**src/sv/swfp_pkg.sv**
```systemverilog
// Shared types, constants and control/status bundles of the scale weight frame parser.
`default_nettype none

package swfp_pkg;

   localparam int BUFFER_DEPTH       = 32;
   localparam int FIXED_POINT_COLUMN = 10;

   localparam int IDX_W = $clog2(BUFFER_DEPTH);
   localparam int CNT_W = $clog2(BUFFER_DEPTH + 1);
   localparam int DEC_W = 3;

   localparam logic [DEC_W-1:0] DEC_LIMIT = DEC_W'(4);
   localparam logic [IDX_W-1:0] POINT_IDX = IDX_W'(FIXED_POINT_COLUMN);
   localparam logic [CNT_W-1:0] POINT_CNT = CNT_W'(FIXED_POINT_COLUMN);
   localparam logic [CNT_W-1:0] DEPTH_CNT = CNT_W'(BUFFER_DEPTH);

   localparam int CSR_ADDR_W = 3;
   localparam int CSR_DATA_W = 32;
   localparam logic [CSR_ADDR_W-3:0] REG_SCALE_ENABLE = '0;

   localparam logic [7:0] CH_SOH    = 8'h01;
   localparam logic [7:0] CH_STX    = 8'h02;
   localparam logic [7:0] CH_ETX    = 8'h03;
   localparam logic [7:0] CH_EOT    = 8'h04;
   localparam logic [7:0] CH_ACK    = 8'h06;
   localparam logic [7:0] CH_LF     = 8'h0A;
   localparam logic [7:0] CH_CR     = 8'h0D;
   localparam logic [7:0] CH_POINT  = 8'h2E;
   localparam logic [7:0] CH_ZERO   = 8'h30;
   localparam logic [7:0] CH_NINE   = 8'h39;
   localparam logic [7:0] CH_F      = 8'h46;
   localparam logic [7:0] CH_STATUS = 8'h53;

   typedef enum logic [1:0] {
      FT_STX = 2'd0,
      FT_F   = 2'd1,
      FT_SOH = 2'd2
   } frame_type_type;

   typedef enum logic [1:0] {
      RK_WEIGHT  = 2'd0,
      RK_XON     = 2'd1,
      RK_ERROR   = 2'd2,
      RK_ENQUIRY = 2'd3
   } kind_type;

   typedef enum logic [3:0] {
      ST_IDLE,
      ST_DECIDE,
      ST_INSERT,
      ST_CHECK,
      ST_WALK_PRIME,
      ST_WALK_RUN,
      ST_WALK_FLUSH,
      ST_SEND_ENQ,
      ST_SEND_XON,
      ST_SEND_ERR
   } state_type;

   typedef struct packed {
      logic skip;
      logic is_req;
      logic bc_zero;
      logic bc_gt1;
      logic first_ack;
      logic first_start;
      logic type_soh;
      logic is_eot;
      logic soh_ok;
      logic insert;
      logic over_or_lf;
      logic is_cr;
      logic cr_ok;
      logic span_empty;
      logic out_free;
      logic need_push;
      logic walk_end;
      logic pend_valid;
   } status_type;

   typedef struct packed {
      logic     load_item;
      logic     host_clear;
      logic     first_byte;
      logic     xor_eot;
      logic     xor_byte;
      logic     store_byte;
      logic     insert_point;
      logic     clear_count;
      logic     walk_init;
      logic     walk_prime;
      logic     walk_adv;
      logic     push_single;
      logic     push_final;
      kind_type kind;
   } cmd_type;

endpackage

`default_nettype wire

```
**src/sv/swfp_if.sv**
```systemverilog
// Request and result channel interfaces of the scale weight frame parser.
`default_nettype none

interface swfp_req_if;
   logic       valid;
   logic       ready;
   logic       action;
   logic [7:0] rx_byte;
   logic       host_error_active;

   modport source (output valid, action, rx_byte, host_error_active, input ready);
   modport sink   (input valid, action, rx_byte, host_error_active, output ready);
endinterface

interface swfp_rsp_if;
   logic       valid;
   logic       ready;
   logic [1:0] result_kind;
   logic [7:0] out_char;
   logic       last_of_run;

   modport source (output valid, result_kind, out_char, last_of_run, input ready);
   modport sink   (input valid, result_kind, out_char, last_of_run, output ready);
endinterface

`default_nettype wire

```
**src/sv/swfp_dpath.sv**
```systemverilog
// Datapath: frame registers, frame store, weight walk and result register.
`default_nettype none

module swfp_dpath import swfp_pkg::*; (
   input  wire logic       clock,
   input  wire logic       reset,
   input  wire logic       scale_enable,
   input  wire logic       in_action,
   input  wire logic [7:0] in_rx_byte,
   input  wire logic       in_host_error_active,
   input  wire cmd_type    cmd,
   output status_type      status,
   input  wire logic       out_ready,
   output logic            out_valid,
   output kind_type        out_kind,
   output logic [7:0]      out_char,
   output logic            out_last
);

   logic                 action_ff;
   logic                 herr_ff;
   logic [7:0]           byte_ff;

   logic [CNT_W-1:0]     bc_ff, bc_in;
   logic [IDX_W-1:0]     ds_ff, ds_in;
   logic [IDX_W-1:0]     de_ff, de_in;
   logic [7:0]           xor_ff, xor_in;
   frame_type_type       type_ff, type_in;

   logic [7:0]           mem [BUFFER_DEPTH];
   logic [7:0]           rdata_ff;
   logic [7:0]           hdr_ff [3];
   logic                 wr_en;
   logic [IDX_W-1:0]     wr_addr;
   logic [7:0]           wr_data;
   logic [IDX_W-1:0]     rd_addr;

   logic [CNT_W-1:0]     p_ff, p_in;
   logic [7:0]           cur_ff, cur_in;
   logic                 ok_ff, ok_in;
   logic [DEC_W-1:0]     dec_ff, dec_in;
   logic                 pend_valid_ff, pend_valid_in;
   logic [7:0]           pend_ff, pend_in;

   logic                 ov_ff, ov_in;
   kind_type             okind_ff, okind_in;
   logic [7:0]           ochar_ff, ochar_in;
   logic                 olast_ff, olast_in;

   frame_type_type       new_type;
   frame_type_type       eff_type;
   logic                 known_start;
   logic                 is_digit;
   logic [IDX_W-1:0]     ds_cur, de_cur, ds1, de1;
   logic [IDX_W-1:0]     bc_idx;
   logic [CNT_W-1:0]     bc1;
   logic                 wr_cond;
   logic                 ins;
   logic [7:0]           nxt;
   logic                 ok_now;
   logic [DEC_W-1:0]     dec_now;
   logic                 emit;
   logic                 out_free;

   // Frame type implied by the first byte of a frame.
   always_comb begin
      new_type    = type_ff;
      known_start = 1'b0;
      case (byte_ff)
         CH_ACK: begin
            new_type = FT_SOH;
         end
         CH_SOH: begin
            new_type    = FT_SOH;
            known_start = 1'b1;
         end
         CH_STX: begin
            new_type    = FT_STX;
            known_start = 1'b1;
         end
         CH_F: begin
            new_type    = FT_F;
            known_start = 1'b1;
         end
         default: begin
            new_type = type_ff;
         end
      endcase
   end

   assign eff_type = (bc_ff == '0) ? new_type : type_ff;
   assign is_digit = (byte_ff >= CH_ZERO && byte_ff <= CH_NINE) || byte_ff == CH_POINT;
   assign ds_cur   = cmd.first_byte ? '0 : ds_ff;
   assign de_cur   = cmd.first_byte ? '0 : de_ff;
   assign bc_idx   = bc_ff[IDX_W-1:0];
   assign bc1      = bc_ff + CNT_W'(1);
   assign ds1      = (is_digit && ds_cur == '0) ? bc_idx : ds_cur;
   assign de1      = is_digit ? bc_idx : de_cur;
   // Past the digit span only the byte right after it is kept.
   assign wr_cond  = (de_cur == '0) || (bc_ff == CNT_W'(de_cur) + CNT_W'(1));
   assign ins      = (eff_type == FT_F) && (bc1 == POINT_CNT);

   always_comb begin
      bc_in   = bc_ff;
      ds_in   = ds_ff;
      de_in   = de_ff;
      xor_in  = xor_ff;
      type_in = type_ff;
      if (cmd.host_clear) begin
         bc_in = '0;
         ds_in = '0;
         de_in = '0;
      end
      if (cmd.first_byte) begin
         ds_in   = '0;
         de_in   = '0;
         xor_in  = '0;
         type_in = new_type;
      end
      if (cmd.xor_eot) begin
         xor_in = xor_ff ^ CH_ETX;
      end
      if (cmd.xor_byte) begin
         xor_in = xor_ff ^ byte_ff;
      end
      if (cmd.store_byte) begin
         if (ins) begin
            ds_in = (ds1 == '0) ? POINT_IDX : ds1;
            de_in = POINT_IDX;
            bc_in = POINT_CNT + CNT_W'(1);
         end else begin
            ds_in = ds1;
            de_in = de1;
            bc_in = bc1;
         end
      end
      if (cmd.clear_count) begin
         bc_in = '0;
      end
   end

   assign wr_en   = (cmd.store_byte && wr_cond) || cmd.insert_point;
   assign wr_addr = cmd.insert_point ? POINT_IDX : bc_idx;
   assign wr_data = cmd.insert_point ? CH_POINT : byte_ff;

   // The walk looks at the current character and the one after it.
   assign nxt    = (p_ff >= DEPTH_CNT) ? 8'h00 : rdata_ff;
   assign ok_now = ok_ff || cur_ff != CH_ZERO || nxt != CH_ZERO;

   always_comb begin
      dec_now = dec_ff;
      if (ok_now) begin
         if (cur_ff == CH_POINT && dec_ff == '0) begin
            dec_now = DEC_W'(1);
         end else if (dec_ff != '0 && dec_ff <= DEC_LIMIT) begin
            dec_now = dec_ff + DEC_W'(1);
         end
      end
   end

   assign emit     = ok_now && dec_now <= DEC_LIMIT;
   assign out_free = !ov_ff || out_ready;

   always_comb begin
      p_in          = p_ff;
      cur_in        = cur_ff;
      ok_in         = ok_ff;
      dec_in        = dec_ff;
      pend_valid_in = pend_valid_ff;
      pend_in       = pend_ff;
      ov_in         = ov_ff && !out_ready;
      okind_in      = okind_ff;
      ochar_in      = ochar_ff;
      olast_in      = olast_ff;
      if (cmd.walk_init) begin
         p_in          = CNT_W'(ds_ff);
         ok_in         = 1'b0;
         dec_in        = '0;
         pend_valid_in = 1'b0;
      end
      if (cmd.walk_prime) begin
         cur_in = rdata_ff;
         p_in   = p_ff + CNT_W'(1);
      end
      if (cmd.walk_adv) begin
         ok_in  = ok_now;
         dec_in = dec_now;
         cur_in = nxt;
         p_in   = p_ff + CNT_W'(1);
         if (emit) begin
            pend_in       = cur_ff;
            pend_valid_in = 1'b1;
            if (pend_valid_ff) begin
               ov_in    = 1'b1;
               okind_in = RK_WEIGHT;
               ochar_in = pend_ff;
               olast_in = 1'b0;
            end
         end
      end
      if (cmd.push_final) begin
         pend_valid_in = 1'b0;
         ov_in         = 1'b1;
         okind_in      = RK_WEIGHT;
         ochar_in      = pend_ff;
         olast_in      = 1'b1;
      end
      if (cmd.push_single) begin
         ov_in    = 1'b1;
         okind_in = cmd.kind;
         ochar_in = 8'h00;
         olast_in = 1'b1;
      end
   end

   assign rd_addr = (p_in >= DEPTH_CNT) ? '0 : p_in[IDX_W-1:0];

   always_ff @(posedge clock) begin
      if (cmd.load_item) begin
         action_ff <= in_action;
         herr_ff   <= in_host_error_active;
         byte_ff   <= in_rx_byte;
      end
      if (wr_en) begin
         mem[wr_addr] <= wr_data;
      end
      for (int k = 0; k < 3; k++) begin
         if (wr_en && wr_addr == IDX_W'(k)) begin
            hdr_ff[k] <= wr_data;
         end
      end
      rdata_ff <= mem[rd_addr];
      cur_ff   <= cur_in;
      ok_ff    <= ok_in;
      dec_ff   <= dec_in;
      pend_ff  <= pend_in;
      okind_ff <= okind_in;
      ochar_ff <= ochar_in;
      olast_ff <= olast_in;
      p_ff     <= p_in;
   end

   always_ff @(posedge clock) begin
      if (reset) begin
         bc_ff         <= '0;
         ds_ff         <= '0;
         de_ff         <= '0;
         xor_ff        <= '0;
         type_ff       <= FT_STX;
         pend_valid_ff <= 1'b0;
         ov_ff         <= 1'b0;
      end else begin
         bc_ff         <= bc_in;
         ds_ff         <= ds_in;
         de_ff         <= de_in;
         xor_ff        <= xor_in;
         type_ff       <= type_in;
         pend_valid_ff <= pend_valid_in;
         ov_ff         <= ov_in;
      end
   end

   always_comb begin
      status.skip        = !scale_enable || herr_ff;
      status.is_req      = action_ff;
      status.bc_zero     = bc_ff == '0;
      status.bc_gt1      = bc_ff > CNT_W'(1);
      status.first_ack   = byte_ff == CH_ACK;
      status.first_start = known_start;
      status.type_soh    = type_ff == FT_SOH;
      status.is_eot      = byte_ff == CH_EOT;
      status.soh_ok      = (xor_ff ^ CH_ETX) == 8'h00 && hdr_ff[2] == CH_STATUS
                           && hdr_ff[0] == CH_SOH && hdr_ff[1] == CH_STX;
      status.insert      = ins;
      status.over_or_lf  = bc_ff >= DEPTH_CNT || byte_ff == CH_LF;
      status.is_cr       = byte_ff == CH_CR;
      status.cr_ok       = (type_ff == FT_STX && hdr_ff[0] == CH_STX)
                           || (type_ff == FT_F && hdr_ff[0] == CH_F);
      status.span_empty  = ds_ff >= de_ff;
      status.out_free    = out_free;
      status.need_push   = emit && pend_valid_ff;
      status.walk_end    = p_ff == CNT_W'(de_ff) + CNT_W'(1);
      status.pend_valid  = pend_valid_ff;
   end

   assign out_valid = ov_ff;
   assign out_kind  = okind_ff;
   assign out_char  = ochar_ff;
   assign out_last  = olast_ff;

endmodule

`default_nettype wire

```
**src/sv/swfp_ctrl.sv**
```systemverilog
// Controller state machine that sequences each word through the datapath.
`default_nettype none

module swfp_ctrl import swfp_pkg::*; (
   input  wire logic       clock,
   input  wire logic       reset,
   input  wire logic       in_valid,
   output logic            in_ready,
   input  wire status_type status,
   output cmd_type         cmd
);

   state_type state_ff, state_in;

   always_ff @(posedge clock) begin
      if (reset) begin
         state_ff <= ST_IDLE;
      end else begin
         state_ff <= state_in;
      end
   end

   always_comb begin
      state_in = state_ff;
      cmd      = '0;
      cmd.kind = RK_WEIGHT;
      in_ready = 1'b0;
      case (state_ff)
         ST_IDLE: begin
            in_ready = 1'b1;
            if (in_valid) begin
               cmd.load_item = 1'b1;
               state_in      = ST_DECIDE;
            end
         end
         ST_DECIDE: begin
            if (status.skip) begin
               state_in = ST_IDLE;
            end else if (status.is_req) begin
               cmd.host_clear = 1'b1;
               state_in       = ST_SEND_ENQ;
            end else if (status.bc_zero) begin
               cmd.first_byte = 1'b1;
               if (status.first_ack) begin
                  state_in = ST_SEND_XON;
               end else if (status.first_start) begin
                  cmd.store_byte = 1'b1;
                  state_in       = status.insert ? ST_INSERT : ST_CHECK;
               end else begin
                  state_in = ST_IDLE;
               end
            end else if (status.type_soh && status.is_eot) begin
               cmd.xor_eot     = 1'b1;
               cmd.clear_count = 1'b1;
               if (!status.soh_ok) begin
                  state_in = ST_SEND_ERR;
               end else if (status.span_empty) begin
                  state_in = ST_IDLE;
               end else begin
                  cmd.walk_init = 1'b1;
                  state_in      = ST_WALK_PRIME;
               end
            end else begin
               cmd.xor_byte   = status.type_soh && status.bc_gt1;
               cmd.store_byte = 1'b1;
               state_in       = status.insert ? ST_INSERT : ST_CHECK;
            end
         end
         ST_INSERT: begin
            cmd.insert_point = 1'b1;
            state_in         = ST_CHECK;
         end
         ST_CHECK: begin
            if (status.over_or_lf) begin
               cmd.clear_count = 1'b1;
               state_in        = ST_IDLE;
            end else if (status.is_cr) begin
               cmd.clear_count = 1'b1;
               if (!status.cr_ok) begin
                  state_in = ST_SEND_ERR;
               end else if (status.span_empty) begin
                  state_in = ST_IDLE;
               end else begin
                  cmd.walk_init = 1'b1;
                  state_in      = ST_WALK_PRIME;
               end
            end else begin
               state_in = ST_IDLE;
            end
         end
         ST_WALK_PRIME: begin
            cmd.walk_prime = 1'b1;
            state_in       = ST_WALK_RUN;
         end
         ST_WALK_RUN: begin
            // A character waits while the previous one cannot leave yet.
            if (!status.need_push || status.out_free) begin
               cmd.walk_adv = 1'b1;
               if (status.walk_end) begin
                  state_in = ST_WALK_FLUSH;
               end
            end
         end
         ST_WALK_FLUSH: begin
            if (!status.pend_valid) begin
               state_in = ST_IDLE;
            end else if (status.out_free) begin
               cmd.push_final = 1'b1;
               state_in       = ST_IDLE;
            end
         end
         ST_SEND_ENQ: begin
            if (status.out_free) begin
               cmd.push_single = 1'b1;
               cmd.kind        = RK_ENQUIRY;
               state_in        = ST_IDLE;
            end
         end
         ST_SEND_XON: begin
            if (status.out_free) begin
               cmd.push_single = 1'b1;
               cmd.kind        = RK_XON;
               state_in        = ST_IDLE;
            end
         end
         ST_SEND_ERR: begin
            if (status.out_free) begin
               cmd.push_single = 1'b1;
               cmd.kind        = RK_ERROR;
               state_in        = ST_IDLE;
            end
         end
         default: begin
            state_in = ST_IDLE;
         end
      endcase
   end

endmodule

`default_nettype wire

```
**src/sv/scale_weight_frame_parser_core.sv**
```systemverilog
// A byte that completes nothing passes the decide state and, where they apply, the insert and check states.
// A frame end primes the walk, then walks the digit span one stored character a cycle while the
// result side does not stall, and then flushes the last pending character.
// One word is worked on at a time; the last result waits in the output register.
// Reset is synchronous and active high; it clears the frame state and the enable register.
// The frame store is not cleared and needs no clearing pass.
`default_nettype none

module scale_weight_frame_parser_core import swfp_pkg::*; (
   input  wire logic                  clock,
   input  wire logic                  reset,
   swfp_req_if.sink                   req_ch,
   swfp_rsp_if.source                 rsp_ch,
   input  wire logic                  psel,
   input  wire logic                  penable,
   input  wire logic                  pwrite,
   input  wire logic [CSR_ADDR_W-1:0] paddr,
   input  wire logic [CSR_DATA_W-1:0] pwdata,
   output logic [CSR_DATA_W-1:0]      prdata,
   output logic                       pready
);

   logic       enable_ff, enable_in;
   logic       reg_hit;
   status_type status;
   cmd_type    cmd;
   kind_type   out_kind;

   assign pready  = 1'b1;
   assign reg_hit = paddr[CSR_ADDR_W-1:2] == REG_SCALE_ENABLE;

   always_comb begin
      enable_in = enable_ff;
      if (psel && penable && pwrite && pready && reg_hit) begin
         enable_in = pwdata[0];
      end
   end

   always_ff @(posedge clock) begin
      if (reset) begin
         enable_ff <= 1'b0;
      end else begin
         enable_ff <= enable_in;
      end
   end

   assign prdata = reg_hit ? {{(CSR_DATA_W-1){1'b0}}, enable_ff} : '0;

   swfp_ctrl u_ctrl (
      .clock    (clock),
      .reset    (reset),
      .in_valid (req_ch.valid),
      .in_ready (req_ch.ready),
      .status   (status),
      .cmd      (cmd)
   );

   swfp_dpath u_dpath (
      .clock                (clock),
      .reset                (reset),
      .scale_enable         (enable_ff),
      .in_action            (req_ch.action),
      .in_rx_byte           (req_ch.rx_byte),
      .in_host_error_active (req_ch.host_error_active),
      .cmd                  (cmd),
      .status               (status),
      .out_ready            (rsp_ch.ready),
      .out_valid            (rsp_ch.valid),
      .out_kind             (out_kind),
      .out_char             (rsp_ch.out_char),
      .out_last             (rsp_ch.last_of_run)
   );

   assign rsp_ch.result_kind = out_kind;

endmodule

`default_nettype wire

```
**src/flat_wrapper.sv**
```systemverilog
// flat-port wrapper written by rule: the top's interface ports become plain ports
module scale_weight_frame_parser_core_flat import swfp_pkg::*;
  (clock, reset, psel, penable, pwrite, paddr, pwdata, prdata, pready, req_ch_valid, req_ch_action, req_ch_rx_byte, req_ch_host_error_active, req_ch_ready, rsp_ch_valid, rsp_ch_result_kind, rsp_ch_out_char, rsp_ch_last_of_run, rsp_ch_ready);
  swfp_req_if req_ch_i ();
  swfp_rsp_if rsp_ch_i ();
  input  wire logic clock;
  input  wire logic reset;
  input  wire logic psel;
  input  wire logic penable;
  input  wire logic pwrite;
  input  wire logic [CSR_ADDR_W-1:0] paddr;
  input  wire logic [CSR_DATA_W-1:0] pwdata;
  output logic [CSR_DATA_W-1:0] prdata;
  output logic pready;
  input wire logic [$bits(req_ch_i.valid)-1:0] req_ch_valid;
  input wire logic [$bits(req_ch_i.action)-1:0] req_ch_action;
  input wire logic [$bits(req_ch_i.rx_byte)-1:0] req_ch_rx_byte;
  input wire logic [$bits(req_ch_i.host_error_active)-1:0] req_ch_host_error_active;
  output wire logic [$bits(req_ch_i.ready)-1:0] req_ch_ready;
  output wire logic [$bits(rsp_ch_i.valid)-1:0] rsp_ch_valid;
  output wire logic [$bits(rsp_ch_i.result_kind)-1:0] rsp_ch_result_kind;
  output wire logic [$bits(rsp_ch_i.out_char)-1:0] rsp_ch_out_char;
  output wire logic [$bits(rsp_ch_i.last_of_run)-1:0] rsp_ch_last_of_run;
  input wire logic [$bits(rsp_ch_i.ready)-1:0] rsp_ch_ready;
  assign req_ch_i.valid = req_ch_valid;
  assign req_ch_i.action = req_ch_action;
  assign req_ch_i.rx_byte = req_ch_rx_byte;
  assign req_ch_i.host_error_active = req_ch_host_error_active;
  assign req_ch_ready = req_ch_i.ready;
  assign rsp_ch_valid = rsp_ch_i.valid;
  assign rsp_ch_result_kind = rsp_ch_i.result_kind;
  assign rsp_ch_out_char = rsp_ch_i.out_char;
  assign rsp_ch_last_of_run = rsp_ch_i.last_of_run;
  assign rsp_ch_i.ready = rsp_ch_ready;
  scale_weight_frame_parser_core u_core (.clock(clock), .reset(reset), .req_ch(req_ch_i), .rsp_ch(rsp_ch_i), .psel(psel), .penable(penable), .pwrite(pwrite), .paddr(paddr), .pwdata(pwdata), .prdata(prdata), .pready(pready));
endmodule
```
**config.mk**
```make
export PLATFORM = sky130hd
export DESIGN_NAME = scale_weight_frame_parser_core_flat
export DESIGN_NICKNAME = d
export VERILOG_FILES = /design/src/sv/swfp_pkg.sv /design/src/sv/swfp_if.sv /design/src/sv/swfp_dpath.sv /design/src/sv/swfp_ctrl.sv /design/src/sv/scale_weight_frame_parser_core.sv /design/src/flat_wrapper.sv
export SDC_FILE = /design/constraint.sdc
export NUM_CORES = 1
export LEC_CHECK = 0
export ABC_AREA = 1
export BUFFER_PORTS_ARGS = -buffer_cell sky130_fd_sc_hd__buf_2
export CORE_MARGIN = 2
export CORE_UTILIZATION = 55
export CTS_CLUSTER_DIAMETER = 30
export DETAILED_ROUTE_END_ITERATION = 10
export HOLD_SLACK_MARGIN = 0.03
export PLACE_DENSITY = 0.79
export SYNTH_ARGS = -nofsm -noshare
export SYNTH_HDL_FRONTEND = slang
export SYNTH_SLANG_ARGS = --single-unit
```
**constraint.sdc**
```tcl
create_clock -name clock -period 3.1 [get_ports clock]
set_input_delay 0.155 -clock clock [delete_from_list [all_inputs] [get_ports clock]]
set_output_delay 0.155 -clock clock [all_outputs]
set_load 0.05 [all_outputs]
```
# ---- Yosys cells after proc, flatten, opt, wreduce, memory -nomap -nowiden
# Memories as Yosys holds them, arrays and structs flattened. A register that Yosys moved wholly into a read port is not among the register bits.
# Index checks and enable logic that the tools add are counted.
dict set report word_totals {
  regBits 80
  ram_bits 280
  word_cells 272
  memories 2
}
dict set report op_classes {
  n_addsub 5
  magnitude_cmp 9
  eq_ne 37
  muxes 123
  n_bitwise 3
  reduce_logical 72
}
# memory depth width rd rd_ports_with_merged_regs wr line_no
set memory_table {}
lappend memory_table {u_core.u_dpath.mem 32 8 1 1 1 swfp_dpath.sv:30} ;# logic [7:0] mem [BUFFER_DEPTH];
lappend memory_table {u_core.u_dpath.hdr_ff 3 8 3 0 1 swfp_dpath.sv:32} ;# logic [7:0] hdr_ff [3];
# operator n
set op_table {}
lappend op_table {{two-way mux 8 bit} 13}
lappend op_table {{two-way mux 5 bit} 15}
lappend op_table {{two-way mux 4 bit} 15}
lappend op_table {{two-way mux 1 bit} 46}
lappend op_table {{two-way mux 2 bit} 18}
lappend op_table {{two-way mux 6 bit} 6}
lappend op_table {{one-hot mux 4 bit (8 select lines)} 1}
lappend op_table {{equality test 8 x 2 -> 1 bit (second input constant)} 3}
lappend op_table {{equality test 8 x 7 -> 1 bit (second input constant)} 3}
lappend op_table {{logical AND 1 bit} 22}
lappend op_table {{logical NOT 5 bit} 4}
lappend op_table {{greater-or-equal comparator 6 bit (second input constant)} 3}
lappend op_table {{two-way mux 3 bit} 6}
lappend op_table {{nonzero test 3 bit} 6}
lappend op_table {{equality test 4 x 3 -> 1 bit (second input constant)} 4}
lappend op_table {{equality test 8 x 1 -> 1 bit (second input constant)} 2}
lappend op_table {{equality test 8 x 3 -> 1 bit (second input constant)} 2}
lappend op_table {{equality test 8 x 4 -> 1 bit (second input constant)} 2}
lappend op_table {{equality test 8 x 6 -> 1 bit (second input constant)} 2}
lappend op_table {{!= test 8 x 6 -> 1 bit (second input constant)} 2}
lappend op_table {{OR reduction 8 bit} 2}
lappend op_table {{nonzero test 2 bit} 7}
lappend op_table {{adder 5 x 1 -> 6 bit (second input constant)} 2}
lappend op_table {{adder 6 x 1 -> 6 bit (second input constant)} 2}
lappend op_table {{other kinds (33)} 61}

# ---- Logic depth before layout (Yosys ltp)
dict set report logic_depth {
  ltp_word 21
  depth_mapped 25
  ltp_nobuf 24
}

# ---- Modules after synthesis
# A second synthesis with hierarchy kept.
dict set report unflattened {
  cells_unflattened 1950
  hier_area_um2 17710.7
}
# module instances cells_per_inst area_each_um2
set by_module_without_submodules {}
lappend by_module_without_submodules {swfp_dpath 1 1788 16809.9}
lappend by_module_without_submodules {swfp_ctrl 1 115 583.1}
lappend by_module_without_submodules {scale_weight_frame_parser_core 1 47 317.8}

# ---- Worst setup path before layout
# No wires, ideal clock.
dict set report synth_path {
  path_type {register to register}
  start {reg u_core.u_dpath.bc_ff[0]}
  end {mem u_core.u_dpath.mem[4][0] (enable)}
  setup_time_ns 0.370
  arrival_time_ns 3.003
  required_time_ns 2.730
  slack_ns -0.274
  stages_incl_launch_ff 16
  cell_sequence {dfxtp_1 -> inv_1 -> ha_1 -> nand4_4 -> inv_2 -> nand3_2 -> nand2_1 -> ha_1 -> xor2_1 -> nor4_1 -> nand3_1 -> o21ai_2 -> nand2_1 -> or3_1 -> buf_2 -> nor2_1}
}
dict set report synth_via {
  elab_chain_cells 13
  word_cells_on_any_way 16
}
# item line_no
set synth_lines {}
lappend synth_lines {{from (decl)} swfp_dpath.sv:24} ;# logic [CNT_W-1:0] bc_ff, bc_in;
lappend synth_lines {{from (signal assigned)} swfp_dpath.sv:253} ;# bc_ff <= bc_in;
lappend synth_lines {{logical NOT 6 bit} swfp_dpath.sv:266} ;# status.bc_zero = bc_ff == '0;
lappend synth_lines {{two-way mux 1 bit} swfp_ctrl.sv:42} ;# end else if (status.bc_zero) begin
lappend synth_lines {{two-way mux 4 bit} swfp_ctrl.sv:39} ;# end else if (status.is_req) begin
lappend synth_lines {{two-way mux 5 bit} swfp_ctrl.sv:37} ;# if (status.skip) begin
lappend synth_lines {{two-way mux 5 bit} swfp_ctrl.sv:28} ;# case (state_ff)
lappend synth_lines {{two-way mux 5 bit} swfp_dpath.sv:94} ;# assign de_cur = cmd.first_byte ? '0 : de_ff;
lappend synth_lines {{adder 5 x 1 -> 6 bit} swfp_dpath.sv:100} ;# assign wr_cond = (de_cur == '0) || (bc_ff == CNT_W'(de_cur) + CNT_W'(1));
lappend synth_lines {{equality test 6 bit} swfp_dpath.sv:100}
lappend synth_lines {{logical OR 1 bit} swfp_dpath.sv:100}
lappend synth_lines {{logical AND 1 bit} swfp_dpath.sv:142} ;# assign wr_en = (cmd.store_byte && wr_cond) || cmd.insert_point;
lappend synth_lines {{logical OR 1 bit} swfp_dpath.sv:142}
lappend synth_lines {{two-way mux 1 bit} swfp_dpath.sv:224} ;# if (wr_en) begin
lappend synth_lines {{two-way mux 1 bit (implied by the code)} swfp_dpath.sv:225} ;# mem[wr_addr] <= wr_data;
lappend synth_lines {{to (decl)} swfp_dpath.sv:30}
# Parallel ways exist; a longest one is shown, timed or not.

# ---- Worst setup path after layout
dict set report layout_path {
  start {reg u_core.u_dpath.de_ff[3]}
  end {reg u_core.u_dpath.rdata_ff[1], read port of u_core.u_dpath.mem}
}
dict set report layout_via {
  elab_chain_cells 13
  word_cells_on_any_way 16
}
# item line_no
set layout_lines {}
lappend layout_lines {{from (decl)} swfp_dpath.sv:26} ;# logic [IDX_W-1:0] de_ff, de_in;
lappend layout_lines {{from (signal assigned)} swfp_dpath.sv:255} ;# de_ff <= de_in;
lappend layout_lines {{greater-or-equal comparator 5 bit *} swfp_dpath.sv:279} ;# status.span_empty = ds_ff >= de_ff;
lappend layout_lines {{two-way mux 1 bit *} {swfp_ctrl.sv:57, swfp_ctrl.sv:81}}
lappend layout_lines {{two-way mux 1 bit} swfp_ctrl.sv:55} ;# if (!status.soh_ok) begin
lappend layout_lines {{two-way mux 2 bit} swfp_ctrl.sv:52} ;# end else if (status.type_soh && status.is_eot) begin
lappend layout_lines {{two-way mux 2 bit} swfp_ctrl.sv:42}
lappend layout_lines {{two-way mux 2 bit} swfp_ctrl.sv:39}
lappend layout_lines {{two-way mux 2 bit} swfp_ctrl.sv:37}
lappend layout_lines {{one-hot mux 2 bit (2 select lines) *} swfp_ctrl.sv:28}
lappend layout_lines {{two-way mux 6 bit *} swfp_dpath.sv:175} ;# if (cmd.walk_init) begin
lappend layout_lines {{two-way mux 6 bit *} swfp_dpath.sv:181} ;# if (cmd.walk_prime) begin
lappend layout_lines {{two-way mux 6 bit *} swfp_dpath.sv:185} ;# if (cmd.walk_adv) begin
lappend layout_lines {{greater-or-equal comparator 6 bit} swfp_dpath.sv:216} ;# assign rd_addr = (p_in >= DEPTH_CNT) ? '0 : p_in[IDX_W-1:0];
lappend layout_lines {{two-way mux 5 bit *} swfp_dpath.sv:216}
lappend layout_lines {{to (decl)} swfp_dpath.sv:31} ;# logic [7:0] rdata_ff;
# Every way passes the cells marked *; elsewhere a longest branch is shown, timed or not.
# A chain may end at the register's enable or synchronous reset.

==> metrics.md <==
| Metric | Value |
|---|---|
| Status | finished with violations |
| Failing checks | negative setup slack |
| Remaining Overflow, GRT | 0 |
| Fraction of registers with async set/reset | 0% |
| Setup_tns | -30370 ps |
| Crit path arrival time | 3800 ps |
| FP Rows | 66 |
| Fin. Hold Viols | 0 |
| FF-to-FF setup slack | -240 ps |
| Reg2Reg Capture Point | u_core.u_dpath.rdata_ff[1] |
| Setup crit end kind | flip-flop |
| Setup crit start kind | flip-flop |
| First-pass GRT wire length | 75.5 mm |
| Clock share of power | 43.7% |
| Flops & latches, synth | 368 |
| Crit Path Category | reg2reg |
| Area after DPL | 0.0193 mm² |
| Min Clock Period, post-route | 3340 ps |
| Sink Count | 368 |
| Commonest non-fill, non-tap cell in the layout | edfxtp_1 |
| H-tree Lvls | 3 |
| Cell Area, Synth | 0.0181 mm² |
| Layout cells sized above 1 | 26.7% |
| Hold Path End | u_core.u_dpath.herr_ff |
| CTS tree | done |
| DRC violations left | 0 |
| Mapped Cells | 1832 |
| ANT cells | 0 |
| Worst-case clock buffer depth | 3 |
| Die area | 0.0343 mm² |
| CTS Buf Count | 74 |
| Achievable clock frequency | 299 MHz |
| # IOs | 98 |
| Area delta synth->final | 31.9% |
| Die X | 185 µm |
| Worst-Margin Slew | 1000 ps |
| Post-synth EDFFs | 312 |
| Largest net degree at the start of global routing | 36 |
| Final wirelength | 59.8 mm |
| RSZ-0062 raised after global routing | true |
| Port buffer count | 32 |
| Number of detailed-route iterations in the first pass | 7 |
| Mapped Avg Cell Area | 9.86 µm² |
| Die Y | 185 µm |
| Fin Hold WS | 299 ps |
| DR WL/cell | 23.4 µm |
| Initial antenna violation count | 1 |
| Post-synth top flop | edfxtp_1 |
| Worst-path fanout max | 7 |
| Total Routing Usage GR | 29.0% |
| Clock latency at the later pin of the worst-skew pair | 600 ps |
| Hold depth | 2 |
| Initial Utilization | 55.7% |
| Yosys warns | 0 |
| Slew Limit Fails | 0 |
| Worst min-delay path category | in2reg |
| Cell Pwr Density | 776 mW/mm² |
| Post-route ant nets | 0 |
| Reg-to-reg startpoint | u_core.u_dpath.de_ff[3] |
| Worst r2r path cells | 23 |
| DPL Wire Length | 28.3 mm |
| GPL Wtd Cong | 0.985 |
| Maximum vdd drop | 0.480 mV |
| WP data required | 3560 ps |
| Comb power frac | 26.0% |
| Via density | 6.22 |
| Switching part of the total power | 31.6% |
| Core area | 0.0325 mm² |
| Max Cap Viol | 0 |
| Internal power | 12.7 mW |
| Register area share after synthesis | 58.1% |
| Final worst-path cycle share | 108% |
| Reg power frac | 30.3% |
| Vias in the first global route | 14400 |
| HP Start | req_ch_host_error_active |
| Via count | 15900 |
| Yosys cell types | 56 |
| Clock slew at reported path FFs | 50 ps |
| Post-layout nets | 2120 |
| Final worst slack | -240 ps |
| Leakage | 9.89 nW |
| Starting DRT DRC Count | 2339 |
| Most frequent cells in the layout | edfxtp_1 (312), inv_1 (257), nand2_1 (246) |
| Max-slew headroom | 32.7% |
| Final setup fails | 247 |
| Root Buffer | clkbuf_16 |
| Skew final | 38.3 ps |
| Layout Cell Area excl Fill | 0.0238 mm² |
| Switch Pwr | 5.84 mW |
[worst max-delay path by stage]
stage                                   startpoint                    endpoint  cells after the start
after floorplan            u_core.u_dpath.bc_ff[0]    u_core.u_dpath.mem[3][0]                     15
after global placement    u_core.u_dpath.dec_ff[0]  u_core.u_dpath.rdata_ff[0]                     23
after detailed placement  u_core.u_dpath.dec_ff[0]  u_core.u_dpath.rdata_ff[0]                     23
after CTS                 u_core.u_dpath.dec_ff[0]  u_core.u_dpath.rdata_ff[0]                     21
after global routing       u_core.u_dpath.de_ff[3]  u_core.u_dpath.rdata_ff[1]                     22
final                      u_core.u_dpath.de_ff[3]  u_core.u_dpath.rdata_ff[1]                     23
[kinds of logic (layout without fill, tap and decap cells)]
group / Yosys count / in the layout / share of synthesized area [%]
AO/OA/AOI/OAI: 110 / 110 / 3.46
XOR/XNOR: 30 / 30 / 1.45
adder cells (fa/ha/maj): 17 / 17 / 1.18
buffers and inverters: 389 / 632 / 10.2
flip-flops: 368 / 368 / 58.1
other: 2 / 32 / 0.0416
AND/OR/NAND/NOR: 916 / 919 / 25.6
[Yosys cell counts (all sizes together) (2+ instances only)]
cell | n | area, µm²
nand2 | 295 | 1230
nor3 | 20 | 115
o211ai | 2 | 15.0
o22ai | 4 | 25.0
a31oi | 7 | 43.8
o21ai | 42 | 229
a211oi | 2 | 15.0
xnor2 | 5 | 43.8
ha | 17 | 213
clkbuf | 16 | 60.1
nand3b | 90 | 676
buf | 92 | 727
dfxtp | 56 | 1120
inv | 278 | 1050
xor2 | 25 | 219
nor2 | 137 | 578
nand4 | 15 | 115
edfxtp | 312 | 9370
nand3 | 343 | 1800
a21oi | 46 | 238
clkinv | 3 | 11.3
nor4 | 11 | 68.8
conb | 2 | 7.51
[critical path, cell delays in order, from the launching register on]
cell,delay (ps)
dfxtp_1,350
inv_1,100
ha_1,300
nand2_1,80
inv_1,70
nand4_1,130
nand2_2,80
nor2_4,190
buf_6,130
nand4_1,170
nand2_1,170
nand2_1,80
nand2_1,90
nand3_2,100
nand2_4,120
nor2_8,70
buf_12,150
clkbuf_16,150
nand3_1,80
nand3_1,130
nand3_1,180
nand2_2,100
nand2_1,100
nand2_1,90
[flip-flops by register name (all words and copies together), names as in the netlist, 8 cells and up]
name / cells
u_core.u_dpath.mem: 256
u_core.u_dpath.cur_ff: 8
u_core.u_dpath.rdata_ff: 8
u_core.u_dpath.hdr_ff: 24
u_core.u_dpath.xor_ff: 8
u_core.u_dpath.out_char: 8
u_core.u_dpath.pend_ff: 8
u_core.u_dpath.byte_ff: 8
[layout make-up]
type | instances | area (µm²)
multi-input cells | 1108 | 6770
well taps | 442 | 553
repair buffers | 218 | 2420
clock inverters | 47 | 586
fillers | 1795 | 8620
inverters | 281 | 1060
clock buffers | 86 | 1950
flip-flops and latches | 368 | 10500
[through the flow]
stage / utilization [%] / power (mW) / std cells / setup WS [ps]
2_1_floorplan: - / 7.90 / 1862 / -103
3_3_place_gp: 59.5 / 8.70 / 2352 / 10.2
3_5_place_dp: 59.5 / 8.78 / 2352 / -64.4
4_1_cts: 68.8 / 17.1 / 2510 / -4.85
5_1_grt: 73.4 / 18.9 / 2550 / -359
6_report: 73.4 / 18.5 / 2550 / -240
[power groups by stage]
stage,logic [mW],clock network (mW),registers (mW)
CTS,3.49,8.02,5.60
global placement,3.01,0,5.69
floorplan,2.23,0,5.66
detailed placement,3.09,0,5.69
global route,4.92,8.36,5.60
finish,4.80,8.08,5.62
[layer usage]
layer  up-vias  GRT usage, %  share of wire [%]
met5         -             0                  0
met4         0          15.6                7.6
met2      1414          48.9                 47
li1       6589             -                  -
met3       426          6.80                 12
met1      7430          34.4                 33
[what timing repair did]
| item | in CTS | in global routing |
|---|---|---|
| setup endpoints to repair | 88 | 288 |
| endpoints found under the hold margin | 15 | 0 |
| resized for setup | 21 | 210 |
| setup buffers | 3 | 24 |
| pin swaps | 8 | 47 |
| cloned | 7 | 16 |
| hold buffers | 15 | 0 |
Note: power is estimated with default switching activity, not from simulation.
